## config.mk

```make
export PLATFORM = sky130hd
export DESIGN_NAME = text_token_lexer_flat
export DESIGN_NICKNAME = d
export VERILOG_FILES = /design/src/design/ttl_pkg.sv /design/src/design/ttl_if.sv /design/src/design/text_token_lexer.sv /design/src/flat_wrapper.sv
export SDC_FILE = /design/constraint.sdc
export NUM_CORES = 1
export LEC_CHECK = 0
export ABC_AREA = 1
export BUFFER_PORTS_ARGS = -buffer_cell sky130_fd_sc_hd__buf_4
export CORE_MARGIN = 2
export CORE_UTILIZATION = 51
export CTS_BUF_LIST = sky130_fd_sc_hd__clkbuf_8
export CTS_CLUSTER_DIAMETER = 60
export CTS_CLUSTER_SIZE = 10
export DETAILED_ROUTE_END_ITERATION = 10
export PLACE_DENSITY_LB_ADDON = 0.05
export REMOVE_ABC_BUFFERS = 1
export SLEW_MARGIN = 25
export SYNTH_ARGS = -nofsm -noshare
export SYNTH_HDL_FRONTEND = slang
export SYNTH_SLANG_ARGS = --single-unit
```

## constraint.sdc

```tcl
create_clock -name clk -period 8.5 [get_ports clk]
set_input_delay 0.85 -clock clk [delete_from_list [all_inputs] [get_ports clk]]
set_output_delay 0.85 -clock clk [all_outputs]
set_load 0.05 [all_outputs]
```

## src/design/ttl_pkg.sv

```systemverilog
// package for the text token lexer: state codes, token codes and widths
// no dependencies
package ttl_pkg;

    localparam int MaxMessage = 4096;
    localparam int PosW = $clog2(MaxMessage);

    typedef enum logic [4:0] {
        ST_IDLE, ST_SPACE, ST_ZERO, ST_DEC, ST_PAYLOAD, ST_NAN_A, ST_NAN_N,
        ST_INF_N, ST_INF_F, ST_HX_LEAD, ST_HZ_P, ST_HZ_PLUS, ST_HZ_ZERO,
        ST_HX_DOT, ST_HX_FRAC, ST_HX_ESIGN, ST_HX_EFIRST, ST_HX_EDIG, ST_HX_ESPACE
    } lex_state_t;

    localparam logic [3:0] TOK_END    = 4'd0;
    localparam logic [3:0] TOK_MAP    = 4'd1;
    localparam logic [3:0] TOK_ARRAY  = 4'd2;
    localparam logic [3:0] TOK_INT    = 4'd3;
    localparam logic [3:0] TOK_INT64  = 4'd4;
    localparam logic [3:0] TOK_UINT64 = 4'd5;
    localparam logic [3:0] TOK_DOUBLE = 4'd6;
    localparam logic [3:0] TOK_STRING = 4'd7;
    localparam logic [3:0] TOK_BYTES  = 4'd8;
    localparam logic [3:0] TOK_REF    = 4'd9;

    typedef struct packed {
        logic [7:0] in_byte;
        logic       msg_last;
    } ttl_in_t;

    typedef struct packed {
        logic [3:0]  tok_type;
        logic [63:0] tok_value;
        logic [11:0] payload_offset;
        logic        tok_error;
    } ttl_out_t;

endpackage

```

## src/design/ttl_if.sv

```systemverilog
// valid/ready channel interfaces for the text token lexer
// depends on ttl_pkg
interface ttl_in_if import ttl_pkg::*; ();
    logic    valid;
    logic    ready;
    ttl_in_t data;
    modport source (output valid, output data, input ready);
    modport sink (input valid, input data, output ready);
endinterface

interface ttl_out_if import ttl_pkg::*; ();
    logic     valid;
    logic     ready;
    ttl_out_t data;
    modport source (output valid, output data, input ready);
    modport sink (input valid, input data, output ready);
endinterface

```

## src/design/text_token_lexer.sv

```systemverilog
// text token lexer: one message byte per transfer, at most one token out
// a finished token is registered in the output register, or in the one-entry
// skid while the output is held; one byte per cycle while the skid is empty;
// output and skid registers keep input ready while a token waits on the sink
// reset: rst_n async active low clears the lexer state, position and buffers
// depends on ttl_pkg, ttl_if
module text_token_lexer
    import ttl_pkg::*;
(
    input  logic     clk,
    input  logic     rst_n,
    ttl_in_if.sink   in_ch,
    ttl_out_if.source out_ch
);

    lex_state_t  state_reg, state_next;
    logic        neg_reg, neg_next;
    logic [63:0] num_reg, num_next;
    logic [63:0] frac_reg, frac_next;
    logic [4:0]  fcnt_reg, fcnt_next;
    logic [31:0] exp_reg, exp_next;
    logic        eneg_reg, eneg_next;
    logic [30:0] rem_reg, rem_next;
    logic [3:0]  pend_reg, pend_next;
    logic [PosW-1:0] pos_reg, pos_next;
    logic        disc_reg, disc_next;

    // output register and skid entry
    logic     ovalid_reg, svalid_reg;
    ttl_out_t odata_reg, sdata_reg;

    logic     emit;
    ttl_out_t tok;
    logic     fire;

    assign in_ch.ready  = !svalid_reg;
    assign fire         = in_ch.valid && in_ch.ready;
    assign out_ch.valid = ovalid_reg;
    assign out_ch.data  = odata_reg;

    logic [7:0] b;
    logic       last;
    logic       dig;
    logic [3:0] dval;
    logic [4:0] hv;      // bit 4 set: not a hex digit
    logic [63:0] num_x10;
    logic [31:0] exp_x10;

    assign b    = in_ch.data.in_byte;
    assign last = in_ch.data.msg_last;
    assign dig  = (b >= "0") && (b <= "9");
    assign dval = b[3:0];
    assign num_x10 = (num_reg << 3) + (num_reg << 1) + {60'd0, dval};
    assign exp_x10 = (exp_reg << 3) + (exp_reg << 1) + {28'd0, dval};

    always_comb
    begin
        if (dig)
            hv = {1'b0, b[3:0]};
        else if (b >= "a" && b <= "f")
            hv = {1'b0, b[3:0] + 4'd9};
        else
            hv = 5'h10;
    end

    // double assembly from the hex-float accumulators
    logic [63:0] dbl_bits;
    logic        dbl_bad;
    always_comb
    begin
        logic [63:0] f;
        logic [10:0] ue;
        f = frac_reg;
        if (fcnt_reg >= 5'd14 && f[11])
            f = f + 64'h800;
        dbl_bad = 1'b0;
        ue = 11'd0;
        if (eneg_reg) begin
            if (exp_reg == 32'd0 || exp_reg > 32'h8000_0000)
                dbl_bad = 1'b1;
            if (exp_reg > 32'd1022) begin
                f = 64'd0;
                ue = 11'd0;
            end else begin
                ue = 11'(11'd1023 - exp_reg[10:0]);
            end
        end else begin
            if (exp_reg > 32'h7FFF_FFFF)
                dbl_bad = 1'b1;
            if (exp_reg > 32'd1023) begin
                f = 64'd0;
                ue = 11'h7FF;
            end else begin
                ue = 11'(11'd1023 + exp_reg[10:0]);
            end
        end
        dbl_bits = {neg_reg, ue, f[63:12]};
    end

    // next-state logic for one byte
    always_comb
    begin
        logic fail;
        logic put;
        logic [12:0] off;
        logic [63:0] sv;
        state_next = state_reg;
        neg_next   = neg_reg;
        num_next   = num_reg;
        frac_next  = frac_reg;
        fcnt_next  = fcnt_reg;
        exp_next   = exp_reg;
        eneg_next  = eneg_reg;
        rem_next   = rem_reg;
        pend_next  = pend_reg;
        pos_next   = pos_reg;
        disc_next  = disc_reg;
        fail = 1'b0;
        put  = 1'b0;
        tok  = '0;
        off  = 13'(pos_reg) + 13'd1;
        sv   = neg_reg ? (64'd0 - num_reg) : num_reg;

        if (!disc_reg) begin
            case (state_reg)
                ST_IDLE:
                begin
                    if (b == 8'h0A || b == 8'h00) begin
                        put = 1'b1;
                        tok.tok_type = TOK_END;
                    end else if (b == "-") begin
                        if (neg_reg) fail = 1'b1;
                        else neg_next = 1'b1;
                    end else if (b == "{") begin
                        pend_next = TOK_MAP; state_next = ST_SPACE;
                    end else if (b == "[") begin
                        pend_next = TOK_ARRAY; state_next = ST_SPACE;
                    end else if (b == "}" || b == "]") begin
                        pend_next = TOK_END; state_next = ST_SPACE;
                    end else if (b == "0") begin
                        num_next = 64'd0; state_next = ST_ZERO;
                    end else if (b == "n") begin
                        pend_next = TOK_DOUBLE;
                        if (neg_reg) fail = 1'b1;
                        else state_next = ST_NAN_A;
                    end else if (b == "i") begin
                        pend_next = TOK_DOUBLE; state_next = ST_INF_N;
                    end else if (dig) begin
                        num_next = {60'd0, dval}; state_next = ST_DEC;
                    end else begin
                        fail = 1'b1;
                    end
                end
                ST_SPACE:
                begin
                    if (b != " ") fail = 1'b1;
                    else begin
                        put = 1'b1;
                        tok.tok_type  = pend_reg;
                        tok.tok_value = num_reg;
                        if (pend_reg == TOK_STRING || pend_reg == TOK_BYTES)
                            tok.payload_offset = frac_reg[11:0];
                    end
                end
                ST_ZERO, ST_DEC:
                begin
                    if (state_reg == ST_ZERO && b == "x") begin
                        pend_next = TOK_DOUBLE; state_next = ST_HX_LEAD;
                    end else if (state_reg == ST_DEC && dig) begin
                        if (num_reg >= 64'h1999_9999_9999_9999) fail = 1'b1;
                        else num_next = num_x10;
                    end else if (b == ":" || b == ";") begin
                        pend_next = (b == ":") ? TOK_STRING : TOK_BYTES;
                        if (neg_reg || num_reg > 64'h7FFF_FFFF) fail = 1'b1;
                        else begin
                            if (off > 13'(MaxMessage - 1))
                                off = 13'(MaxMessage - 1);
                            frac_next = {51'd0, off};
                            if (num_reg == 64'd0)
                                state_next = ST_SPACE;
                            else begin
                                rem_next = num_reg[30:0];
                                state_next = ST_PAYLOAD;
                            end
                        end
                    end else if (b == "@") begin
                        pend_next = TOK_REF;
                        if (neg_reg) fail = 1'b1;
                        else state_next = ST_SPACE;
                    end else if (b == " ") begin
                        if (num_reg < 64'h7FFF_FFFF) begin
                            put = 1'b1; tok.tok_type = TOK_INT; tok.tok_value = sv;
                        end else if (num_reg < 64'h7FFF_FFFF_FFFF_FFFF) begin
                            put = 1'b1; tok.tok_type = TOK_INT64; tok.tok_value = sv;
                        end else begin
                            pend_next = TOK_UINT64;
                            if (neg_reg) fail = 1'b1;
                            else begin
                                put = 1'b1; tok.tok_type = TOK_UINT64;
                                tok.tok_value = num_reg;
                            end
                        end
                    end else begin
                        fail = 1'b1;
                    end
                end
                ST_PAYLOAD:
                begin
                    rem_next = rem_reg - 31'd1;
                    if (rem_reg == 31'd1) state_next = ST_SPACE;
                end
                ST_NAN_A:
                begin
                    if (b != "a") fail = 1'b1; else state_next = ST_NAN_N;
                end
                ST_NAN_N:
                begin
                    if (b != "n") fail = 1'b1;
                    else begin
                        num_next = 64'h7FF8_0000_0000_0000; state_next = ST_SPACE;
                    end
                end
                ST_INF_N:
                begin
                    if (b != "n") fail = 1'b1; else state_next = ST_INF_F;
                end
                ST_INF_F:
                begin
                    if (b != "f") fail = 1'b1;
                    else begin
                        num_next = {neg_reg, 11'h7FF, 52'd0}; state_next = ST_SPACE;
                    end
                end
                ST_HX_LEAD:
                begin
                    if (b == "0") state_next = ST_HZ_P;
                    else if (b == "1") state_next = ST_HX_DOT;
                    else fail = 1'b1;
                end
                ST_HZ_P:
                begin
                    if (b != "p") fail = 1'b1; else state_next = ST_HZ_PLUS;
                end
                ST_HZ_PLUS:
                begin
                    if (b != "+") fail = 1'b1; else state_next = ST_HZ_ZERO;
                end
                ST_HZ_ZERO:
                begin
                    if (b != "0") fail = 1'b1;
                    else begin
                        num_next = {neg_reg, 63'd0}; state_next = ST_SPACE;
                    end
                end
                ST_HX_DOT:
                begin
                    if (b == ".") state_next = ST_HX_FRAC;
                    else if (b == "p") state_next = ST_HX_ESIGN;
                    else fail = 1'b1;
                end
                ST_HX_FRAC:
                begin
                    if (!hv[4] && fcnt_reg < 5'd16) begin
                        frac_next = frac_reg |
                            ({60'd0, hv[3:0]} << (7'd60 - {fcnt_reg, 2'b00}));
                        fcnt_next = fcnt_reg + 5'd1;
                    end else if (b == "p") state_next = ST_HX_ESIGN;
                    else fail = 1'b1;
                end
                ST_HX_ESIGN:
                begin
                    if (b == "+") begin
                        eneg_next = 1'b0; state_next = ST_HX_EFIRST;
                    end else if (b == "-") begin
                        eneg_next = 1'b1; state_next = ST_HX_EFIRST;
                    end else fail = 1'b1;
                end
                ST_HX_EFIRST:
                begin
                    if (b == "0") begin
                        exp_next = 32'd0; state_next = ST_HX_ESPACE;
                    end else if (dig) begin
                        exp_next = {28'd0, dval}; state_next = ST_HX_EDIG;
                    end else fail = 1'b1;
                end
                ST_HX_EDIG, ST_HX_ESPACE:
                begin
                    if (state_reg == ST_HX_EDIG && dig) begin
                        if (exp_reg >= 32'h1999_9999) fail = 1'b1;
                        else exp_next = exp_x10;
                    end else if (b == " ") begin
                        if (dbl_bad) fail = 1'b1;
                        else begin
                            put = 1'b1; tok.tok_type = TOK_DOUBLE;
                            tok.tok_value = dbl_bits;
                        end
                    end else fail = 1'b1;
                end
                default:
                begin
                    state_next = ST_IDLE;
                    neg_next = 1'b0; num_next = '0; frac_next = '0; fcnt_next = '0;
                    exp_next = '0; eneg_next = 1'b0; rem_next = '0; pend_next = '0;
                end
            endcase

            if (fail) begin
                put = 1'b1;
                tok = '0;
                tok.tok_type  = pend_next;
                tok.tok_error = 1'b1;
                disc_next = 1'b1;
            end
            if (put) begin
                state_next = ST_IDLE;
                neg_next = 1'b0; num_next = '0; frac_next = '0; fcnt_next = '0;
                exp_next = '0; eneg_next = 1'b0; rem_next = '0; pend_next = '0;
            end
        end

        emit = put;
        if (last) begin
            // truncated item on the final byte
            if (!disc_reg && !put && (state_next != ST_IDLE || neg_next)) begin
                emit = 1'b1;
                tok = '0;
                tok.tok_type  = pend_next;
                tok.tok_error = 1'b1;
            end
            state_next = ST_IDLE;
            neg_next = 1'b0; num_next = '0; frac_next = '0; fcnt_next = '0;
            exp_next = '0; eneg_next = 1'b0; rem_next = '0; pend_next = '0;
            disc_next = 1'b0;
            pos_next  = '0;
        end else if (pos_reg != PosW'(MaxMessage - 1)) begin
            pos_next = pos_reg + 1'b1;
        end
    end

    always_ff @(posedge clk or negedge rst_n)
    begin
        if (!rst_n) begin
            state_reg <= ST_IDLE;
            neg_reg   <= 1'b0;
            num_reg   <= '0;
            frac_reg  <= '0;
            fcnt_reg  <= '0;
            exp_reg   <= '0;
            eneg_reg  <= 1'b0;
            rem_reg   <= '0;
            pend_reg  <= '0;
            pos_reg   <= '0;
            disc_reg  <= 1'b0;
        end else if (fire) begin
            state_reg <= state_next;
            neg_reg   <= neg_next;
            num_reg   <= num_next;
            frac_reg  <= frac_next;
            fcnt_reg  <= fcnt_next;
            exp_reg   <= exp_next;
            eneg_reg  <= eneg_next;
            rem_reg   <= rem_next;
            pend_reg  <= pend_next;
            pos_reg   <= pos_next;
            disc_reg  <= disc_next;
        end
    end

    // output register with skid entry: new tokens go to the output when it
    // frees up, otherwise park in the skid entry which drops input ready
    logic new_tok;
    logic out_free;
    assign new_tok  = fire && emit;
    assign out_free = !ovalid_reg || out_ch.ready;

    always_ff @(posedge clk or negedge rst_n)
    begin
        if (!rst_n) begin
            ovalid_reg <= 1'b0;
            svalid_reg <= 1'b0;
        end else begin
            if (out_free) begin
                if (svalid_reg) begin
                    ovalid_reg <= 1'b1;
                    svalid_reg <= 1'b0;
                end else begin
                    ovalid_reg <= new_tok;
                end
            end else if (new_tok) begin
                svalid_reg <= 1'b1;
            end
        end
    end

    always_ff @(posedge clk)
    begin
        if (out_free) begin
            if (svalid_reg)
                odata_reg <= sdata_reg;
            else if (new_tok)
                odata_reg <= tok;
        end else if (new_tok) begin
            sdata_reg <= tok;
        end
    end

endmodule

```

## src/flat_wrapper.sv

```systemverilog
// flat-port wrapper written by rule: the top's interface ports become plain ports
module text_token_lexer_flat import ttl_pkg::*;
  (clk, rst_n, in_ch_valid, in_ch_data, in_ch_ready, out_ch_valid, out_ch_data, out_ch_ready);
  ttl_in_if in_ch_i ();
  ttl_out_if out_ch_i ();
  input  logic clk;
  input  logic rst_n;
  input wire logic [$bits(in_ch_i.valid)-1:0] in_ch_valid;
  input wire logic [$bits(in_ch_i.data)-1:0] in_ch_data;
  output wire logic [$bits(in_ch_i.ready)-1:0] in_ch_ready;
  output wire logic [$bits(out_ch_i.valid)-1:0] out_ch_valid;
  output wire logic [$bits(out_ch_i.data)-1:0] out_ch_data;
  input wire logic [$bits(out_ch_i.ready)-1:0] out_ch_ready;
  assign in_ch_i.valid = in_ch_valid;
  assign in_ch_i.data = in_ch_data;
  assign in_ch_ready = in_ch_i.ready;
  assign out_ch_valid = out_ch_i.valid;
  assign out_ch_data = out_ch_i.data;
  assign out_ch_i.ready = out_ch_ready;
  text_token_lexer u_core (.clk(clk), .rst_n(rst_n), .in_ch(in_ch_i), .out_ch(out_ch_i));
endmodule
```

==> reports/qor.yml <==
sta:
  fin_crit_sh: 0.684
  fin_ws_ns: 2.69
  maxSlewViolCount: 0
  relSlewSlack: 0.147
  final.min_clock_period_ns: 5.81
  finalSetupViolCount: 0
  worst_slew_pin_slew_ns: 1.27
  rsz0062_at_grt: "false"
  skew_ns: 0.0621
  hold_violations: 0
  max_freq_mhz: 172
cts:
  cts_setup_buffers: 0
  cts_tree: "done"
  cts.sinks: 384
  postCtsHoldBufs: 0
  htreeDepth: 2
  cts_resized: 0
  path_clk_slew_ns: 0.08
  clk_latency_ns: 0.72
  numCtsBuffers: 51
  ctsRootBufferMaster: "clkbuf_8"
  clock_path_buffers: 3
synthesis:
  synth-seq-cells: 384
  synthFlopType: "dfrtp_1"
  synth_area_mm2: 0.0341
  syn_area_per_cell_um2: 6.94
  yosysTopAreaCell: "dfrtp_1"
  synth_edf_count: 162
  syn_inst: 4907
  yosysWarnings: 0
  async_flop_share: 0.578
  synth.area.top_cells: "dfrtp_1 16%, edfxtp_1 14%, nand2_1 9.6%, nor2_1 8.1%, ha_1 7.2%"
  synth_top_area_frac: 0.163
  synth-seq-area-share: 0.306
  synthDistinctLibCells: 70
final_layout:
  layout.nets: 5124
  finish.utilization: 0.553
  fin_area_mm2: 0.0365
  seq_area_mm2: 0.0104
  layout-drive-gt1-share: 0.0737
  final_common_cell: "nand2_1"
  nFillCells: 6586
  area_delta_synth_final_pct: 7.09
  layout_common_cells: "869 x nand2_1, 736 x nor2_1, 549 x inv_1, 393 x a21oi_1, 336 x o21ai_0"
  multi_input_area_mm2: 0.0206
grt:
  antenna_found_initial: 1
  grt_use_met3: 0.0859
  grt_pass1_vias: 32900
  gr-usage-all-layers: 0.378
  grt.met2_usage: 0.564
  grt_max_degree: 82
  grt_pass1_wl_mm: 202
  grt_busiest_layer: "met2"
  use_met1: 0.533
  grt-ovfl-total: 0
status:
  status: "finished clean"
setup_path:
  arrival_ns: 6.36
  startpoint_type: "flip-flop"
  critPathCaptureType: "flip-flop"
  cp_slowest_cell: "nand2_1"
  crit_fanout: 26
  path_class: "reg -> reg"
  path_cells: "inv_2 > nand3_1 > inv_2 > nand3_2 > inv_2 > nor2_2 > nand3_2 > buf_4 > nand2_1 > nor2_4 > nand2_4 > inv_2 > buf_4 > nand3_1 > nand2_1 > inv_2 > o2111ai_1 > o21ai_0"
  critPathMaxStageDelay_ns: 0.69
  timing.critical_path.mode_cell: "inv_2"
  worstPathRequired_ns: 9.05
route:
  drc_errors: 0
  drt_iter0_markers: 4393
  ant_nets: 0
  vias: 35600
  wire_per_inst_um: 23.0
  first_pass_iters: 8
  totalWireLength_mm: 134
  via_per_inst: 6.12
placement:
  globalplace.congestion: 1.05
  placed_area_mm2: 0.0354
  portBuffers: 95
  dpl_worst_slack_ns: 2.94
  dp_hpwl_mm: 103
floorplanning:
  die_y_um: 262
  start_util: 0.516
  core_mm2: 0.0660
  ios: 96
  rows: 94
  die_w_um: 262
  die_area_mm2: 0.0689
run:
  maxCapViolCount: 0
power:
  p_leak_nw: 15.4
  power_density_mw_per_mm2: 129
  peakVddDrop_mv: 0.173
hold_path:
  hp-class: "in -> async"
## cell usage after synthesis, types with 7 or more instances
library cell	number
nand3_1	300
nor2_4	9
dfrtp_1	222
edfxtp_1	162
clkinv_1	13
o21ai_1	36
xor2_1	147
o21ai_0	336
a211oi_1	32
nor2_2	11
o22ai_1	40
buf_2	42
buf_6	11
buf_4	17
o211ai_1	34
inv_1	527
inv_2	36
xnor2_1	38
o21a_1	7
o31ai_1	29
a221oi_1	20
nor3_1	125
nand2_1	869
o2111ai_1	19
a31oi_1	55
a21oi_1	394
a22oi_1	7
clkbuf_1	110
o22ai_2	40
o221ai_1	29
nand4_1	96
nor2_1	739
a21o_1	13
o21bai_1	12
nand2_2	11
buf_1	10
ha_1	196
or2_2	14
a21boi_0	7
nor4_1	26
## final cells by class
class | instances | area share
clock inverter | 40 | 0.00912
antenna | 1 | 0.0000686
multi-input combinational | 3754 | 0.565
tap | 864 | 0.0296
inverter | 578 | 0.0597
sequential | 384 | 0.286
timing repair buffer | 142 | 0.0310
clock buffer | 54 | 0.0204
## metrics by stage
step / cells / hold WS [ns] / TNS (ns) / power, mW
floorplan: 4716 / 0.491 / -242.33 / 2.84
global placement: 5721 / 0.516 / 0 / 3.19
detailed placement: 5721 / 0.509 / 0 / 3.20
CTS: 5815 / 0.0733 / 0 / 4.74
global route: 5817 / 0.127 / 0 / 4.91
finish: 5817 / 0.0998 / 0 / 4.73
## per-layer routing
layer / wire (µm) / part of all wire / up-vias
li1: - / - / 16800
met1: 57800 / 0.43 / 16800
met2: 56400 / 0.42 / 1780
met3: 14000 / 0.10 / 258
met4: 5560 / 0.042 / 0
met5: 0 / 0 / -
## critical path: cells and delay by family, from the launching register on
family                 cells  cell delay [ns]
AOI/OAI and AO/OA          2             0.29
buffers and inverters      7             2.58
DFF                        1             0.55
and+or+nand+nor            9             2.23
## worst paths after layout
| path | start | to | slack [ns] | depth (start not counted) |
|---|---|---|---|---|
| setup / recovery | u_core.state_reg[4] | u_core.exp_reg[25] | 2.69 | 18 |
| hold / removal | rst_n | u_core.num_reg[24] | 0.1 | 1 |
| setup reg to reg | u_core.state_reg[4] | u_core.exp_reg[25] | 2.69 | 18 |
| hold reg to reg | u_core.sdata_reg[80] | u_core.out_ch.data[80] | 0.53 | 2 |
| max in group asynchronous | rst_n | u_core.frac_reg[0] | 7.16 | 2 |
| min in group clk | in_ch_data[1] | u_core.exp_reg[0] | 0.52 | 3 |
## cell families (layout without fill, tap and decap cells)
kind of cell    count (synthesis)  count (layout)  synth area share
xor+xnor                      185             185            0.0476
buf+inv                       769             814            0.0908
other cells                     0               1                 0
flops                         384             384             0.306
simple gates                 2234            2234             0.281
compound gates               1135            1135             0.200
fa+ha+maj                     200             200            0.0743
## power by group
part	switching, mW	total [mW]	internal [mW]
Sequential	0.0848	2.16	2.08
Clock	0.797	1.55	0.752
Combinational	0.757	1.01	0.254
Total	1.64	4.73	3.09
No activity file was read; power rests on OpenSTA's default activity.
